[src/hw/rtl/pts_pkg.sv]
// Shared types and constants for the point table nearest search block.
`default_nettype none

package pts_pkg;

    localparam int CMD_W     = 3;
    localparam int ST_W      = 3;
    localparam int IDXIN_W   = 6;
    localparam int RIDX_W    = 6;
    localparam int CNTOUT_W  = 7;
    localparam int RADIUS_W  = 12;
    localparam int R2_W      = 2 * RADIUS_W;
    localparam logic [RADIUS_W-1:0] RADIUS_RST = 12'd16;

    typedef enum logic [CMD_W-1:0] {
        CMD_APPEND         = 3'd0,
        CMD_REMOVE_AT      = 3'd1,
        CMD_NEXT           = 3'd2,
        CMD_RESET_ITER     = 3'd3,
        CMD_SET_ITER       = 3'd4,
        CMD_CLOSEST        = 3'd5,
        CMD_GET_NTH        = 3'd6,
        CMD_REMOVE_CLOSEST = 3'd7
    } t_cmd;

    typedef enum logic [ST_W-1:0] {
        ST_OK     = 3'd0,
        ST_EMPTY  = 3'd1,
        ST_RANGE  = 3'd2,
        ST_FULL   = 3'd3,
        ST_RADIUS = 3'd4
    } t_status;

    typedef enum logic [3:0] {
        S_IDLE,
        S_DECODE,
        S_FETCH,
        S_SCAN,
        S_DRAIN,
        S_DECIDE,
        S_SHINIT,
        S_SHIFT,
        S_EMIT
    } t_state;

    typedef enum logic [3:0] {
        OP_NONE,
        OP_LOAD,
        OP_APPEND,
        OP_RD_IDX,
        OP_RD_ITER,
        OP_FETCH,
        OP_FETCH_NEXT,
        OP_FETCH_SET,
        OP_RST_ITER,
        OP_SCAN_INIT,
        OP_SCAN,
        OP_SHIFT_INIT,
        OP_SHIFT,
        OP_REMOVE,
        OP_EMIT
    } t_op;

    typedef struct packed {
        t_op     op;
        logic    set_res;
        t_status st;
        logic    show;
    } t_dp_ctl;

    typedef struct packed {
        t_cmd cmd;
        logic full;
        logic empty;
        logic idx_ok;
        logic iter_end;
        logic scan_last;
        logic pipe_busy;
        logic shift_done;
        logic in_radius;
    } t_dp_sts;

endpackage

`default_nettype wire

[src/hw/rtl/pts_ctrl.sv]
// Command sequencer for the point table: walks each item through its steps.
`default_nettype none

module pts_ctrl
    import pts_pkg::*;
(
    input  wire logic    i_clk,
    input  wire logic    i_rst_n,
    input  wire logic    i_start,
    output logic         o_busy,
    input  wire t_dp_sts i_sts,
    output t_dp_ctl      o_ctl
);

    t_state r_state;
    t_state n_state;

    always_ff @(posedge i_clk) begin
        if (!i_rst_n) begin
            r_state <= S_IDLE;
        end else begin
            r_state <= n_state;
        end
    end

    always_comb begin
        n_state = r_state;
        unique case (r_state)
            S_IDLE: begin
                if (i_start) begin
                    n_state = S_DECODE;
                end
            end
            S_DECODE: begin
                unique case (i_sts.cmd) inside
                    CMD_APPEND, CMD_RESET_ITER: n_state = S_EMIT;
                    CMD_REMOVE_AT, CMD_SET_ITER, CMD_GET_NTH:
                        n_state = i_sts.idx_ok ? S_FETCH : S_EMIT;
                    CMD_NEXT: n_state = i_sts.iter_end ? S_EMIT : S_FETCH;
                    CMD_CLOSEST, CMD_REMOVE_CLOSEST:
                        n_state = i_sts.empty ? S_EMIT : S_SCAN;
                    default: n_state = S_EMIT;
                endcase
            end
            S_FETCH: n_state = (i_sts.cmd == CMD_REMOVE_AT) ? S_SHINIT : S_EMIT;
            S_SCAN: begin
                if (i_sts.scan_last) begin
                    n_state = S_DRAIN;
                end
            end
            S_DRAIN: begin
                if (!i_sts.pipe_busy) begin
                    n_state = S_DECIDE;
                end
            end
            S_DECIDE: begin
                if (i_sts.cmd == CMD_REMOVE_CLOSEST && i_sts.in_radius) begin
                    n_state = S_SHINIT;
                end else begin
                    n_state = S_EMIT;
                end
            end
            S_SHINIT: n_state = S_SHIFT;
            S_SHIFT: begin
                if (i_sts.shift_done) begin
                    n_state = S_EMIT;
                end
            end
            S_EMIT:  n_state = S_IDLE;
            default: n_state = S_IDLE;
        endcase
    end

    always_comb begin
        o_ctl         = '0;
        o_ctl.op      = OP_NONE;
        o_ctl.st      = ST_OK;
        o_busy        = (r_state != S_IDLE);
        unique case (r_state)
            S_IDLE: begin
                if (i_start) begin
                    o_ctl.op = OP_LOAD;
                end
            end
            S_DECODE: begin
                unique case (i_sts.cmd) inside
                    CMD_APPEND: begin
                        o_ctl.set_res = 1'b1;
                        if (i_sts.full) begin
                            o_ctl.st = ST_FULL;
                        end else begin
                            o_ctl.op   = OP_APPEND;
                            o_ctl.show = 1'b1;
                        end
                    end
                    CMD_REMOVE_AT, CMD_SET_ITER, CMD_GET_NTH: begin
                        if (i_sts.idx_ok) begin
                            o_ctl.op = OP_RD_IDX;
                        end else begin
                            o_ctl.set_res = 1'b1;
                            o_ctl.st      = ST_RANGE;
                        end
                    end
                    CMD_NEXT: begin
                        if (i_sts.iter_end) begin
                            o_ctl.set_res = 1'b1;
                            o_ctl.st      = ST_EMPTY;
                        end else begin
                            o_ctl.op = OP_RD_ITER;
                        end
                    end
                    CMD_RESET_ITER: begin
                        o_ctl.op      = OP_RST_ITER;
                        o_ctl.set_res = 1'b1;
                    end
                    CMD_CLOSEST, CMD_REMOVE_CLOSEST: begin
                        if (i_sts.empty) begin
                            o_ctl.set_res = 1'b1;
                            o_ctl.st      = ST_EMPTY;
                        end else begin
                            o_ctl.op = OP_SCAN_INIT;
                        end
                    end
                    default: o_ctl.op = OP_NONE;
                endcase
            end
            S_FETCH: begin
                o_ctl.set_res = 1'b1;
                o_ctl.show    = 1'b1;
                unique case (i_sts.cmd)
                    CMD_NEXT:     o_ctl.op = OP_FETCH_NEXT;
                    CMD_SET_ITER: o_ctl.op = OP_FETCH_SET;
                    default:      o_ctl.op = OP_FETCH;
                endcase
            end
            S_SCAN:  o_ctl.op = OP_SCAN;
            S_DRAIN: o_ctl.op = OP_NONE;
            S_DECIDE: begin
                if (i_sts.cmd == CMD_CLOSEST) begin
                    o_ctl.set_res = 1'b1;
                    o_ctl.show    = 1'b1;
                end else if (!i_sts.in_radius) begin
                    o_ctl.set_res = 1'b1;
                    o_ctl.st      = ST_RADIUS;
                    o_ctl.show    = 1'b1;
                end
            end
            S_SHINIT: o_ctl.op = OP_SHIFT_INIT;
            S_SHIFT: begin
                if (i_sts.shift_done) begin
                    o_ctl.op      = OP_REMOVE;
                    o_ctl.set_res = 1'b1;
                    o_ctl.show    = 1'b1;
                end else begin
                    o_ctl.op = OP_SHIFT;
                end
            end
            S_EMIT:  o_ctl.op = OP_EMIT;
            default: o_ctl.op = OP_NONE;
        endcase
    end

endmodule

`default_nettype wire

[config.mk]
export PLATFORM = sky130hd
export DESIGN_NAME = pts_ctrl
export DESIGN_NICKNAME = d
export VERILOG_FILES = /design/src/hw/rtl/pts_pkg.sv /design/src/hw/rtl/pts_ctrl.sv
export SDC_FILE = /design/constraint.sdc
export NUM_CORES = 1
export LEC_CHECK = 0
export ABC_AREA = 1
export BUFFER_PORTS_ARGS = -buffer_cell sky130_fd_sc_hd__clkbuf_2
export CAP_MARGIN = 20
export CORE_MARGIN = 2
export CORE_UTILIZATION = 48
export DETAILED_ROUTE_END_ITERATION = 16
export GPL_TIMING_DRIVEN = 1
export PLACE_DENSITY_LB_ADDON = 0.3
export SLEW_MARGIN = 40
export SYNTH_ARGS = -nofsm -noshare
export SYNTH_HDL_FRONTEND = slang
export SYNTH_SLANG_ARGS = --single-unit
[constraint.sdc]
create_clock -name i_clk -period 2.85 [get_ports i_clk]
set_input_delay 0.1425 -clock i_clk [delete_from_list [all_inputs] [get_ports i_clk]]
set_output_delay 0.1425 -clock i_clk [all_outputs]
set_load 0.01 [all_outputs]
==> summary by stage <==
Critical path
The longest individual stage delay on the worst path is 400 ps. The worst setup path is launched from a flop. The worst register-to-register path has a depth of 9.

The critical path goes through inv_1 -> nand2_1 -> nor2_1 -> nor3b_1 -> nand4_1 -> clkbuf_2. The slowest stage of the critical path is the sky130_fd_sc_hd__dfxtp_1 cell. The required time at the worst-slack endpoint is roughly 2700 ps. The endpoint class of the critical path is a primary output. The top cell family by delay on the critical path is simple AND/OR/NAND/NOR gates. The critical path arrival is 1470 ps. The maximum net fanout on the critical path is 4.

Setup slack on the worst reg-to-reg path comes out at 1590 ps. The type of the setup path with the least slack is flop to primary output. The number of stages on the worst setup path is 6.

Following the worst setup path forward leads to its endpoint at o_ctl[8]. Tracing the worst setup path back leads to its startpoint at r_state[0]$_SDFFE_PN0P_. Together, buffers and inverters on the worst path number 2. The worst register-to-register path begins at r_state[1]$_SDFFE_PN0P_.

The worst register-to-register path ends at r_state[3]$_SDFFE_PN0P_.

Floorplanning
During I/O placement, the number of pins put on the boundary was 24. The die covers 1630 um2. The floorplan step defined a core boundary enclosing 1270 um2.

The standard-cell row count is 13. In this run the vertical extent of the chip is just over 40 um. The die is 40.4 um wide. The initial utilization of the core area, before any placement, comes to 50.2%.

Clocking
The clock drives 4 sinks. The number of gates resized after CTS was 0. The clock transition at the registers of the reported paths is 40 ps.

Post-CTS timing repair inserted 0 buffers for setup. The clock latency on the worst-skew pair is 240 ps. The CTS H-tree depth is 1. The number of buffers inserted during clock tree synthesis is 3.

The clock tree from TritonCTS is done. Clock tree synthesis selected as its root buffer the cell sky130_fd_sc_hd__clkbuf_4. Counting along the longest clock path gives a buffer depth of 2. The number of buffers added to fix hold violations after cts is 0.

Place
The total of buffers placed on input and output ports is 23. Summed over all nets, the half-perimeter wirelength after detailed placement is 1.45 mm. At the end of routability-driven placement, the weighted congestion stood at between 0.8 and 0.9. The placed instance area is approximately 760 um2.

Cells and area
The multi-input gate area in the final layout is 462 um2. The antenna diode instance count is 0. Fill cells in the final layout number 150.

The flip-flop count of the largest register after layout is 4. The layout cell share with drive strength beyond 1 is 30.3%. The synthesis-to-layout area growth is 22.6%. The register with the most flip-flops is r_state. The largest registers in the layout are r_state x4. The finished cells cover about 780 um2. The final layout contains about 160 nets. The total area of sequential cells is 80.1 um2.

Timing
Subtracting the final worst setup slack from the clock period gives 1610 ps. Setup total negative slack on the finished layout was measured at 0 ps. The max-slew violation count was 0. In the finished design, the share of the clock period the worst path needs comes to between 50% and 60%. The hold violation count in the final report is 0. In this run the tightest slew margin relative to its limit is 77.5%. Setup violations remaining at the end of the flow were counted as 0. The transition time at the pin with the least slew margin is 334 ps. On the final layout, the worst clock skew is 7.04 ps. The fmax is 621 MHz.

Setup repair after global routing left no endpoint under its margin.

Synth
The count of synthesis-stage warnings from yosys is 0. By area, the combinational part of the netlist is dominated by simple AND/OR/NAND/NOR gates. After Yosys synthesis, full adders, half adders and majority gates account for 0% of the synthesized area. After technology mapping, the gate count stands at 121. The share of the yosys chip area belonging to registers is 12.6%.

The largest area contributor in the synthesized netlist is sky130_fd_sc_hd__nand2_1. The average cell area after synthesis is 5.26 um2. The number of synthesized register bits is 4.

The top cell type by area accounts for 17.7% of the synthesized area. Of the total synthesized cell area, the portion taken by AND, OR, NAND and NOR gates is roughly 64%. The synthesized netlist devotes 8.06% of its cell area to compound gates. The mapped netlist covers 637 um2. Summing the areas of all xor and xnor instances in the mapped netlist gives 0% of the synthesized area.

Synthesis instantiated 22 different standard cells from the library. Of the post-synthesis cell area, the part taken by muxes is 0%. Yosys attributes the largest share of cell area to sky130_fd_sc_hd__nand2_1, sky130_fd_sc_hd__dfxtp_1, sky130_fd_sc_hd__nor2_1. The net count after synthesis is between 100 and 150.

Global routing
After global routing the overflow that remains totals 0. For this run, the total global-route usage over all layers was measured as 24.9%. The number of global-route vias before repair is between 700 and 800. The global routing met1 resource utilization is about 26%.

The number of antenna violations at the first check in global routing was 0. The met3 track demand over resource is 3.89%. In the global route stage, met2 resource usage came out at about 50%.

The first global-routing pass estimated 2.76 mm of wire. Entering global routing, the biggest net connects 10 pins. After global routing, the most crowded layer is met2.

Power and ir drop
VDD sags by at most 0.000208 V. Dividing total power by cell area gives a power density of about 390 nW/um2. The leakage dissipation is approximately 0.45 nW.

Status
The flow ran to the end, and the final reports show no timing, DRC or antenna violations.

Route
In the final routed layout, each cell accounts on average for between 10 and 15 um. The length of the first detailed-routing pass in iterations is 5. The count of nets left with antenna violations after detail routing is 0. Using the TritonRoute via totals, the vias-per-cell ratio works out to 5.11. The total DRC errors in the routed layout is 0. The number of violations reported at the end of detailed-routing iteration 0 is 21. The total detailed-routing wirelength is roughly 1.7 mm. The routed via count is 818.

Min path
The class of the worst hold path is input pin to flop.

Flow run
The tool flagged a number of max-cap violations equal to 0.
routing by layer:
| metal | vias up | wire, um |
|---|---|---|
| li1 | 433 | - |
| met1 | 349 | 717 |
| met2 | 34 | 858 |
| met3 | 2 | 103 |
| met4 | 0 | 14 |
| met5 | - | 0 |
power by group:
| group | switching (W) | internal [W] | leakage, nW |
|---|---|---|---|
| registers | 0.00000754 | 0.0000623 | 0.0326 |
| logic | 0.0000991 | 0.0000586 | 0.401 |
| clock network | 0.0000265 | 0.0000473 | 0.0138 |
| total | 0.000133 | 0.000168 | 0.447 |
worst register-to-register path: cells and delay by family, from the launching register on:
kind | cells | cell delay (ps)
AND/OR/NAND/NOR | 7 | 660
flip-flops | 1 | 340
buffers and inverters | 2 | 190
cell families (layout without fill, tap and decap cells):
group	count (synthesis)	in the layout
flops	4	4
compound gates	10	10
buf+inv	24	48
simple gates	83	83
synthesized netlist by cell type:
| cell | count |
|---|---|
| sky130_fd_sc_hd__a21oi_1 | 3 |
| sky130_fd_sc_hd__buf_2 | 1 |
| sky130_fd_sc_hd__buf_4 | 1 |
| sky130_fd_sc_hd__dfxtp_1 | 4 |
| sky130_fd_sc_hd__inv_1 | 18 |
| sky130_fd_sc_hd__inv_2 | 4 |
| sky130_fd_sc_hd__nand2_1 | 30 |
| sky130_fd_sc_hd__nand2_2 | 6 |
| sky130_fd_sc_hd__nand3_1 | 7 |
| sky130_fd_sc_hd__nand3_2 | 2 |
| sky130_fd_sc_hd__nand3b_1 | 1 |
| sky130_fd_sc_hd__nand4_1 | 5 |
| sky130_fd_sc_hd__nor2_1 | 21 |
| sky130_fd_sc_hd__nor2_2 | 2 |
| sky130_fd_sc_hd__nor2_4 | 3 |
| sky130_fd_sc_hd__nor3_1 | 3 |
| sky130_fd_sc_hd__nor3b_1 | 1 |
| sky130_fd_sc_hd__nor3b_2 | 1 |
| sky130_fd_sc_hd__nor4_1 | 1 |
| sky130_fd_sc_hd__o21ai_0 | 5 |
| sky130_fd_sc_hd__o21ai_1 | 1 |
| sky130_fd_sc_hd__o22ai_1 | 1 |
final cells by class:
class,count,share of cell area (%)
multi-input cells,93,59.1
clock buffers,3,2.88
flip-flops and latches,4,10.3
repair buffers,23,14.7
inverters,22,10.6
well taps,15,2.40
per-stage QoR:
stage                     std cells  setup slack (ps)  power (W)  util (%)  hold slack (ps)
final                           160              1240   0.000301      61.5              168
after global routing            160              1170   0.000325      61.5              198
after CTS                       160              1260   0.000302      61.5              169
after detailed placement        157              1520   0.000227      59.8              411
after global placement          157              1510   0.000225      59.8              407
after floorplan                 121              1700   0.000178         -              305
cell usage in the layout (no fill, tap or decap), drive strengths merged:
| master | synthesis | routed |
|---|---|---|
| nor2 | 26 | 26 |
| dfxtp | 4 | 4 |
| o22ai | 1 | 1 |
| nor4 | 1 | 1 |
| nand3 | 9 | 9 |
| a21oi | 3 | 3 |
| nand2 | 36 | 36 |
| clkbuf | 0 | 26 |
| nor3 | 3 | 3 |
| inv | 22 | 22 |
| nand3b | 1 | 1 |
| nor3b | 2 | 2 |
| o21ai | 6 | 6 |
| nand4 | 5 | 5 |
worst min-delay path by stage:
stage / start / cells after the start / slack [ps] / end
floorplan: i_rst_n / 2 / 300 / r_state[3]$_SDFFE_PN0P_
global placement: i_rst_n / 3 / 410 / r_state[1]$_SDFFE_PN0P_
detailed placement: i_rst_n / 3 / 410 / r_state[1]$_SDFFE_PN0P_
CTS: i_rst_n / 3 / 170 / r_state[2]$_SDFFE_PN0P_
global route: i_rst_n / 3 / 200 / r_state[2]$_SDFFE_PN0P_
finish: i_rst_n / 3 / 170 / r_state[1]$_SDFFE_PN0P_
No activity file was read; power rests on OpenSTA's default activity.
